--- src/sv/pamc_pkg.sv ---
// ----------------------------------------------------------------------------
// pamc_pkg
// Types, widths and the row compatibility test of the pattern avoiding counter
// ----------------------------------------------------------------------------
package pamc_pkg;

  // largest dimension any build supports
  localparam int DIM_LIMIT   = 7;
  localparam int DIM_W       = 3;
  localparam int MASK_W      = 16;
  localparam int COUNT_W     = 37;

  typedef logic [DIM_W-1:0]     dim_t;
  typedef logic [MASK_W-1:0]    mask_t;
  typedef logic [COUNT_W-1:0]   count_t;
  typedef logic [DIM_LIMIT-1:0] row_t;

  // per-cell control from the sequencer
  typedef struct packed {
    logic active;  // cell holds a row above the one being tried
    logic load;    // capture the candidate row
  } cell_ctrl_t;

  // true when no column pair of upper row up and lower row lo is forbidden
  function automatic logic rows_ok(row_t up, row_t lo, dim_t ncols, mask_t mask);
    logic       ok;
    logic [3:0] p;
    ok = 1'b1;
    for (int a = 0; a < DIM_LIMIT; a++) begin
      for (int b = a + 1; b < DIM_LIMIT; b++) begin
        p = {up[a], up[b], lo[a], lo[b]};
        if ((b < int'(ncols)) && mask[p]) begin
          ok = 1'b0;
        end
      end
    end
    return ok;
  endfunction

endpackage

--- src/sv/pamc_if.sv ---
// ----------------------------------------------------------------------------
// pamc_in_if / pamc_out_if
// Valid/ready channels for requests and counts
// ----------------------------------------------------------------------------
interface pamc_in_if;
  logic                 valid;
  logic                 ready;
  pamc_pkg::dim_t       rows;
  pamc_pkg::dim_t       cols;
  pamc_pkg::mask_t      forbidden_mask;
  modport source (output valid, rows, cols, forbidden_mask, input ready);
  modport sink   (input valid, rows, cols, forbidden_mask, output ready);
endinterface

interface pamc_out_if;
  logic                 valid;
  logic                 ready;
  pamc_pkg::count_t     matrix_count;
  modport source (output valid, matrix_count, input ready);
  modport sink   (input valid, matrix_count, output ready);
endinterface

--- src/sv/pattern_avoiding_matrix_counter.sv ---
// ----------------------------------------------------------------------------
// pattern_avoiding_matrix_counter
// Counts binary matrices avoiding a set of forbidden 2x2 patterns
// ----------------------------------------------------------------------------
//  channel  direction  payload
//  in_ch    sink       rows, cols, forbidden_mask
//  out_ch   source     matrix_count
//
//  Row-wise depth first search: one candidate row is tried per cycle against
//  a chain of MAX_DIM cells holding the rows already placed; zero dimensions
//  skip the search and give a count of one.
//  One request at a time; the next is taken while a count waits on out_ch.
//  Reset is synchronous and clears the sequencer and the output valid flag.
// ----------------------------------------------------------------------------
module pattern_avoiding_matrix_counter #(
  parameter int MAX_DIM = 6
) (
  input  logic clk,
  input  logic rst_n,
  pamc_in_if.sink    in_ch,
  pamc_out_if.source out_ch
);
  import pamc_pkg::*;

  localparam int VW = MAX_DIM + 1;
  localparam int DW = $clog2(MAX_DIM);

  typedef enum logic [1:0] {S_IDLE, S_RUN, S_DONE} state_t;

  state_t          state_r;
  dim_t            nrows_r, ncols_r;
  mask_t           mask_r;
  logic [DW-1:0]   depth_r;
  logic [VW-1:0]   cand_r;
  count_t          count_r;
  logic            out_valid_r;
  count_t          out_count_r;

  logic                ok_chain [MAX_DIM+1];
  logic [MAX_DIM-1:0]  row_q [MAX_DIM];
  cell_ctrl_t          ctrl [MAX_DIM];
  logic                exhausted, last_row, descend;
  logic                out_load;
  dim_t                rows_sat, cols_sat;

  // saturate requested dimensions
  assign rows_sat = (int'(in_ch.rows) > MAX_DIM) ? dim_t'(MAX_DIM) : in_ch.rows;
  assign cols_sat = (int'(in_ch.cols) > MAX_DIM) ? dim_t'(MAX_DIM) : in_ch.cols;

  assign exhausted = (cand_r == (VW'(1) << ncols_r));
  assign last_row  = (depth_r == DW'(nrows_r - dim_t'(1)));
  assign descend   = (state_r == S_RUN) && !exhausted && ok_chain[MAX_DIM] && !last_row;

  // finished count moves into the output register
  assign out_load  = (state_r == S_DONE) && (!out_valid_r || out_ch.ready);

  // chain of row cells
  assign ok_chain[0] = 1'b1;
  for (genvar k = 0; k < MAX_DIM; k++) begin : g_cell
    assign ctrl[k].active = (DW'(k) < depth_r);
    assign ctrl[k].load   = descend && (depth_r == DW'(k));
    pamc_cell #(.RW(MAX_DIM)) u_cell (
      .clk    (clk),
      .ctrl   (ctrl[k]),
      .cand   (cand_r[MAX_DIM-1:0]),
      .ncols  (ncols_r),
      .mask   (mask_r),
      .ok_in  (ok_chain[k]),
      .ok_out (ok_chain[k+1]),
      .row_q  (row_q[k])
    );
  end

  // search sequencer and output register
  always_ff @(posedge clk) begin
    if (!rst_n) begin
      state_r     <= S_IDLE;
      out_valid_r <= 1'b0;
    end else begin
      if (out_load) begin
        out_valid_r <= 1'b1;
        out_count_r <= count_r;
      end else if (out_ch.ready) begin
        out_valid_r <= 1'b0;
      end
      unique case (state_r)
        S_IDLE: begin
          if (in_ch.valid) begin
            nrows_r <= rows_sat;
            ncols_r <= cols_sat;
            mask_r  <= in_ch.forbidden_mask;
            depth_r <= '0;
            cand_r  <= '0;
            if (rows_sat == '0 || cols_sat == '0) begin
              count_r <= count_t'(1);
              state_r <= S_DONE;
            end else begin
              count_r <= '0;
              state_r <= S_RUN;
            end
          end
        end
        S_RUN: begin
          if (exhausted) begin
            if (depth_r == '0) begin
              state_r <= S_DONE;
            end else begin
              depth_r <= depth_r - DW'(1);
              cand_r  <= VW'(row_q[depth_r - DW'(1)]) + VW'(1);
            end
          end else if (ok_chain[MAX_DIM] && last_row) begin
            count_r <= count_r + count_t'(1);
            cand_r  <= cand_r + VW'(1);
          end else if (ok_chain[MAX_DIM]) begin
            depth_r <= depth_r + DW'(1);
            cand_r  <= '0;
          end else begin
            cand_r  <= cand_r + VW'(1);
          end
        end
        S_DONE: begin
          if (out_load) begin
            state_r <= S_IDLE;
          end
        end
        default: state_r <= S_IDLE;
      endcase
    end
  end

  assign in_ch.ready         = (state_r == S_IDLE);
  assign out_ch.valid        = out_valid_r;
  assign out_ch.matrix_count = out_count_r;

endmodule

--- src/sv/pamc_cell.sv ---
// ----------------------------------------------------------------------------
// pamc_cell
// One row slot of the search: holds a placed row and tests the candidate
// ----------------------------------------------------------------------------
module pamc_cell #(
  parameter int RW = 6
) (
  input  logic                 clk,
  input  pamc_pkg::cell_ctrl_t ctrl,
  input  logic [RW-1:0]        cand,
  input  pamc_pkg::dim_t       ncols,
  input  pamc_pkg::mask_t      mask,
  input  logic                 ok_in,
  output logic                 ok_out,
  output logic [RW-1:0]        row_q
);
  import pamc_pkg::*;

  logic [RW-1:0] row_r;

  // capture the row placed at this depth
  always_ff @(posedge clk) begin
    if (ctrl.load) begin
      row_r <= cand;
    end
  end

  // pass the compatibility verdict down the chain
  assign ok_out = ok_in & (~ctrl.active |
                  rows_ok(row_t'(row_r), row_t'(cand), ncols, mask));
  assign row_q  = row_r;

endmodule

--- src/flat_wrapper.sv ---
// flat-port wrapper written by rule: the top's interface ports become plain ports
module pattern_avoiding_matrix_counter_flat import pamc_pkg::*;
#(
  parameter int MAX_DIM = 6
)
  (clk, rst_n, in_ch_valid, in_ch_rows, in_ch_cols, in_ch_forbidden_mask, in_ch_ready, out_ch_valid, out_ch_matrix_count, out_ch_ready);
  pamc_in_if in_ch_i ();
  pamc_out_if out_ch_i ();
  input  logic clk;
  input  logic rst_n;
  input wire logic [$bits(in_ch_i.valid)-1:0] in_ch_valid;
  input wire logic [$bits(in_ch_i.rows)-1:0] in_ch_rows;
  input wire logic [$bits(in_ch_i.cols)-1:0] in_ch_cols;
  input wire logic [$bits(in_ch_i.forbidden_mask)-1:0] in_ch_forbidden_mask;
  output wire logic [$bits(in_ch_i.ready)-1:0] in_ch_ready;
  output wire logic [$bits(out_ch_i.valid)-1:0] out_ch_valid;
  output wire logic [$bits(out_ch_i.matrix_count)-1:0] out_ch_matrix_count;
  input wire logic [$bits(out_ch_i.ready)-1:0] out_ch_ready;
  assign in_ch_i.valid = in_ch_valid;
  assign in_ch_i.rows = in_ch_rows;
  assign in_ch_i.cols = in_ch_cols;
  assign in_ch_i.forbidden_mask = in_ch_forbidden_mask;
  assign in_ch_ready = in_ch_i.ready;
  assign out_ch_valid = out_ch_i.valid;
  assign out_ch_matrix_count = out_ch_i.matrix_count;
  assign out_ch_i.ready = out_ch_ready;
  pattern_avoiding_matrix_counter #(.MAX_DIM(MAX_DIM)) u_core (.clk(clk), .rst_n(rst_n), .in_ch(in_ch_i), .out_ch(out_ch_i));
endmodule
--- config.mk ---
export PLATFORM = sky130hd
export DESIGN_NAME = pattern_avoiding_matrix_counter_flat
export DESIGN_NICKNAME = d
export VERILOG_FILES = /design/src/sv/pamc_pkg.sv /design/src/sv/pamc_if.sv /design/src/sv/pattern_avoiding_matrix_counter.sv /design/src/sv/pamc_cell.sv /design/src/flat_wrapper.sv
export SDC_FILE = /design/constraint.sdc
export NUM_CORES = 1
export LEC_CHECK = 0
export BUFFER_PORTS_ARGS = -buffer_cell sky130_fd_sc_hd__buf_2
export CAP_MARGIN = 20
export CORE_UTILIZATION = 63
export CTS_CLUSTER_SIZE = 16
export DETAILED_ROUTE_END_ITERATION = 16
export GPL_TIMING_DRIVEN = 0
export PLACE_DENSITY = 0.82
export SETUP_SLACK_MARGIN = 0.1
export SYNTH_ARGS = -nofsm -noshare
export SYNTH_HDL_FRONTEND = slang
export SYNTH_SLANG_ARGS = --single-unit
--- constraint.sdc ---
create_clock -name clk -period 6.64 [get_ports clk]
set_input_delay 0.332 -clock clk [delete_from_list [all_inputs] [get_ports clk]]
set_output_delay 0.332 -clock clk [all_outputs]
set_load 0.05 [all_outputs]
==> results.py, run 1 <==
metrics = {
    "run_status": {
        "outcome": "complete, but fails checks",
        "violations": "negative setup slack",
    },
    "critical_path": {
        "r2r_slack_ps": -30,
        "path_buf_inv": 3,
        "startpoint_type": "flip-flop",
        "path_class": "flip-flop to flip-flop",
        "cp_slowest_cell": "nor3_2",
        "worstPathMaxFanout": 10,
        "cp.required_ps": 6680,
        "arrival_ps": 6710,
        "path_cells": "buf_6, buf_2, clkbuf_1, mux4_2, o31ai_1, nand4_1, nor4b_1, a32oi_1, or4_4, nor3_2",
        "crit_family": "simple AND/OR/NAND/NOR gates",
        "endpoint_kind": "flip-flop",
        "cp_slowest_stage_delay_ps": 910,
    },
    "detailed_routing": {
        "drt-total-wl_um": 48000,
        "ant_nets": 0,
        "dr.pass1.iters": 6,
        "viasPerCell": 7.88,
        "vias": 11300,
        "drc": 0,
        "drtIter0Drc": 2024,
        "wl_per_cell_um": 33.5,
    },
    "floorplanning": {
        "dieArea_um2": 19600,
        "dieHeight_um": 140,
        "start_util_pct": 64.2,
        "ioPinCount": 65,
        "fp.coreArea_um2": 18700,
        "num_rows": 50,
        "die_w_um": 140,
    },
    "sta": {
        "max_slew_margin_pct": 21.1,
        "clock_skew_ps": 19.8,
        "worst_slack_ps": -31.2,
        "whs_ps": 79.7,
        "fin_crit_ps": 6670,
        "fmax_mhz": 150,
        "hold_violations": 0,
        "setup_viol": 6,
        "tightest_slew_ps": 1180,
        "rsz0062_at_grt": "yes",
        "period_share_pct": 100,
        "timing.setup.tns_ps": -134,
        "slew_violations": 0,
    },
    "final_layout": {
        "nets": 1221,
        "n_fill_cell": 1298,
        "fin_cells": 1432,
        "seq_area_um2": 4320,
        "drive_gt1_share_pct": 21.5,
        "postLayoutCellArea_um2": 13300,
        "antenna_cells": 0,
        "multiInputGateArea_um2": 7130,
        "syn_to_final_growth_pct": 10.4,
        "final_util_pct": 70.8,
    },
    "grt": {
        "antenna_found_initial": 1,
        "grt-ovfl-total": 0,
        "grt.total_usage_pct": 50.1,
        "grt_pass1_vias": 10600,
        "grt_pass1_wl_um": 69800,
        "grt_start_max_net_pins": 38,
    },
    "clocking": {
        "cts_buffers": 17,
        "clockBufferDepth": 2,
        "clkLatencyLatePin_ps": 430,
        "h-tree-depth": 4,
        "cts_root_buf": "clkbuf_16",
        "clkSlewWorstSetupHoldPaths_ps": 70,
        "ctsHoldBuffers": 0,
        "cts.sinks": 145,
        "cts_tree": "done",
    },
    "yosys": {
        "async_flop_share_pct": 0,
        "synth.distinct_cells": 77,
        "synth_common_cells": "edfxtp_1, mux2i_1, mux4_2",
        "synth_area_leaders": "edfxtp_1, mux4_2, mux2i_1",
        "synthMostInstantiatedCell": "edfxtp_1",
        "ys_ff_latch": 145,
        "ys_warn_count": 0,
        "syn_inst": 1100,
        "syn_area_um2": 12000,
        "yosysTopAreaCellShare_pct": 35.5,
        "syn_area_per_cell_um2": 10.9,
        "ys_seq_area_share_pct": 36.0,
        "synth_top_area_cell": "edfxtp_1",
        "synth_edf_count": 142,
        "synth_flop_cell": "edfxtp_1",
        "synth_nets": 1135,
    },
    "worst_hold_path": {
        "hold_path.class": "input pin to flip-flop",
    },
    "place": {
        "placed_area_um2": 12700,
        "hpwlAfterDp_um": 34300,
        "placed_cells": 1401,
        "io_buffers": 64,
        "globalplace.congestion": 1.13,
        "post-place-ws_ps": 525,
    },
    "run": {
        "maxCapViolCount": 0,
    },
    "power": {
        "p_leak_nw": 4.62,
        "vdd_drop_max_uv": 251,
        "power_mw": 3.12,
        "powerDensity_nw_per_um2": 235,
    },
}
flip-flops by register name, summed over array words and instances (netlist names):
register and flops:
u_core.ncols_r 3, u_core.depth_r 3, u_core.nrows_r 3, u_core.mask_r 16, u_core.g_cell.u_cell.row_q 36, u_core.out_ch.matrix_count 37
u_core.cand_r 7, u_core.state_r 2, u_core.count_r 37, u_core.out_ch.valid 1
worst paths after layout:
kind                                 from                                to  cells past startpoint
setup / recovery         u_core.cand_r[4]  u_core.g_cell[0].u_cell.row_q[4]                     10
hold / removal    in_ch_forbidden_mask[1]                  u_core.mask_r[1]                      1
setup reg to reg         u_core.cand_r[4]  u_core.g_cell[0].u_cell.row_q[4]                     10
hold reg to reg        u_core.count_r[23]    u_core.out_ch.matrix_count[23]                      0
per-layer routing:
metal	wire [um]	track usage (%)	up-vias
met5	11	1.50	-
li1	-	-	4473
met2	20300	72.0	1144
met1	16600	64.6	5391
met3	7660	18.2	280
met4	3410	31.0	2
cell type report:
| cell class | instances | area share (%) |
|---|---|---|
| multi-input cells | 822 | 53.8 |
| repair buffers | 67 | 2.74 |
| flip-flops and latches | 145 | 32.6 |
| inverters | 25 | 0.708 |
| clock buffers | 17 | 3.21 |
| plain buffers | 108 | 3.64 |
| clock inverters | 14 | 1.06 |
| well taps | 234 | 2.21 |
worst reg2reg max path, stage by stage, from the launching register on:
cell and delay (ps):
edfxtp_1 650, buf_6 270, buf_2 340, clkbuf_1 580, mux4_2 600, o31ai_1 870
nand4_1 420, nor4b_1 530, a32oi_1 410, or4_4 710, nor3_2 910
cells in the final DEF (no fill, tap or decap), drive strengths merged, types with 12 or more instances in the layout:
cell	n
xor2	20
nor2	89
a21oi	34
nor3	20
mux2i	121
o21ai	39
xnor2	20
o211ai	26
o2111ai	13
nor2b	12
or3	12
clkbuf	96
nand2	89
buf	96
mux2	28
nand3	35
mux4	91
inv	30
edfxtp	142
nand4	19
repair_timing:
item	in CTS	in global routing
gates resized for setup	0	1
setup endpoints to repair	0	6
buffers inserted	0	0
report_power, final:
| part | leakage, nW | internal [mW] | total (mW) | switching, mW |
|---|---|---|---|---|
| clock network | 0.281 | 0.527 | 0.967 | 0.440 |
| registers | 1.35 | 1.08 | 1.15 | 0.0683 |
| logic | 3.00 | 0.366 | 0.999 | 0.633 |
cell families after synthesis:
logic type                 synth area share [%]
and+or+nand+nor                            14.2
AOI/OAI and AO/OA                          11.3
xor gates and xnor gates                   2.92
DFF                                        36.0
adders and majority gates                 0.938
buffers and inverters                      4.80
muxes                                      29.8
No activity file was read; power rests on OpenSTA's default activity.
==> run 2, diff against run 1 <==
- CELL_PAD_IN_SITES_DETAIL_PLACEMENT: unset -> 2
- CELL_PAD_IN_SITES_GLOBAL_PLACEMENT: unset -> 2
- CORE_UTILIZATION: 63 -> 35
- PLACE_DENSITY: 0.82 -> unset
- PLACE_DENSITY_LB_ADDON: unset -> 0.1
==> results.py, run 2 (synthesis results as in run 1) <==
metrics = {
    "detailed_routing": {
        "drtIter0Drc": 950,
        "ant_nets": 0,
        "dr.pass1.iters": 5,
        "drc": 0,
        "wl_per_cell_um": 33.1,
        "viasPerCell": 6.50,
        "drt-total-wl_um": 54500,
        "vias": 10700,
    },
    "grt": {
        "grt-ovfl-total": 0,
        "grt.total_usage_pct": 31.3,
        "grt_pass1_vias": 11300,
        "grt_start_max_net_pins": 22,
        "antenna_found_initial": 1,
        "grt_pass1_wl_um": 79300,
    },
    "worst_hold_path": {
        "hp-start": "in_ch_forbidden_mask[4]",
        "hold_depth": 1,
        "hold_path.class": "input pin to flip-flop",
        "whs_endpoint": "u_core.mask_r[4]",
    },
    "clocking": {
        "clockBufferDepth": 2,
        "ctsHoldBuffers": 0,
        "clkSlewWorstSetupHoldPaths_ps": 70,
        "cts.sinks": 145,
        "h-tree-depth": 4,
        "post_cts_resized": 0,
        "cts_buffers": 17,
        "postCtsSetupBuffers": 0,
        "cts_tree": "done",
        "clkLatencyLatePin_ps": 450,
        "cts_root_buf": "clkbuf_16",
    },
    "floorplanning": {
        "num_rows": 67,
        "ioPinCount": 65,
        "dieHeight_um": 187,
        "die_w_um": 187,
        "fp.coreArea_um2": 33600,
        "dieArea_um2": 35000,
        "start_util_pct": 35.7,
    },
    "final_layout": {
        "final_common_cell": "edfxtp_1",
        "drive_gt1_share_pct": 21.4,
        "syn_to_final_growth_pct": 12.8,
        "nets": 1221,
        "postLayoutCellArea_um2": 13500,
        "layout_common_cells": "edfxtp_1, mux2i_1, mux4_2, nand2_1, nor2_1",
    },
    "sta": {
        "max_slew_margin_pct": 20.6,
        "slew_violations": 0,
        "period_share_pct": 93.3,
        "rsz0062_at_grt": "no",
        "fmax_mhz": 161,
        "clock_skew_ps": 16.7,
        "hold_violations": 0,
        "worst_slack_ps": 444,
        "fin_crit_ps": 6200,
        "setup_viol": 0,
        "tightest_slew_ps": 1190,
        "whs_ps": 54.6,
    },
    "place": {
        "hpwlAfterDp_um": 40500,
        "placed_area_um2": 13000,
        "globalplace.congestion": 1.01,
        "io_buffers": 64,
        "post-place-ws_ps": 505,
    },
    "run_status": {
        "outcome": "finished, final reports clean",
    },
    "critical_path": {
        "reg2reg_depth": 10,
        "r2r-end": "u_core.g_cell[5].u_cell.row_q[0]",
        "cp.required_ps": 6700,
        "startpoint_type": "flip-flop",
        "worstPathMaxFanout": 10,
        "path_class": "flip-flop to flip-flop",
        "arrival_ps": 6260,
        "endpoint_kind": "flip-flop",
        "worstReg2RegStart": "u_core.cand_r[4]",
        "r2r_slack_ps": 440,
    },
    "power": {
        "switching_power_mw": 1.12,
        "power_mw": 3.13,
        "internal-power_mw": 2.00,
        "p_leak_nw": 4.63,
        "combPwrFrac_pct": 32.6,
        "vdd_drop_max_uv": 161,
        "clockPowerShare_pct": 30.6,
        "p_seq_share_pct": 36.8,
        "powerDensity_nw_per_um2": 231,
        "netSwitchingFraction_pct": 35.9,
    },
    "run": {
        "maxCapViolCount": 0,
    },
}
-- run 2: per-stage QoR --
stage                     util, %  std cells  setup TNS, ps
after floorplan                 -       1100              0
after global placement       38.3       1612         -48630
after detailed placement     38.6       1615              0
after CTS                    40.3       1647              0
after global routing         40.3       1647              0
final                        40.3       1649              0
-- run 2: routing by layer --
layer	part of all wire [%]	vias to the layer above	routed length (um)	track usage, %
li1	-	4474	-	-
met5	0.018	-	10	0
met3	6.6	161	3590	5.82
met1	41	5594	22100	39.0
met4	5.6	2	3030	16.8
met2	47	487	25800	51.6
-- run 2: worst max-delay path: stages (launching register included) --
cell and delay (ps):
edfxtp_1 680, buf_6 250, buf_2 380, clkbuf_1 610, mux4_2 600, o31ai_1 640
nand4_1 390, nor4b_1 430, a32oi_1 400, or4_4 710, nor4_2 690
-- run 2: worst max path at each step --
stage	startpoint	to	slack, ps	cells past startpoint
after floorplan	u_core.cand_r[3]	u_core.count_r[0]	1290	12
after global placement	u_core.cand_r[1]	u_core.count_r[6]	-1320	12
final	u_core.cand_r[4]	u_core.g_cell[5].u_cell.row_q[0]	440	10
after detailed placement	u_core.cand_r[4]	u_core.g_cell[5].u_cell.row_q[0]	500	10
after CTS	u_core.cand_r[4]	u_core.g_cell[5].u_cell.row_q[0]	510	10
after global routing	u_core.cand_r[4]	u_core.g_cell[5].u_cell.row_q[0]	250	10
-- run 2: final cells by class --
class                      count  area [um^2]
antenna                        2         5.00
buffer                       108          482
clock buffer                  19          433
clock inverter                13          135
fill                        3533        20100
inverter                      25         93.8
multi-input combinational    822         7120
sequential                   145         4320
tap                          448          561
timing repair buffer          67          390
-- run 2: power groups by stage --
stage / combinational (mW) / clock (mW) / sequential, mW
2_1_floorplan: 0.642 / 0 / 1.17
3_3_place_gp: 0.963 / 0 / 1.17
3_5_place_dp: 0.994 / 0 / 1.17
4_1_cts: 1.00 / 0.980 / 1.15
5_1_grt: 1.07 / 1.00 / 1.16
6_report: 1.02 / 0.956 / 1.15
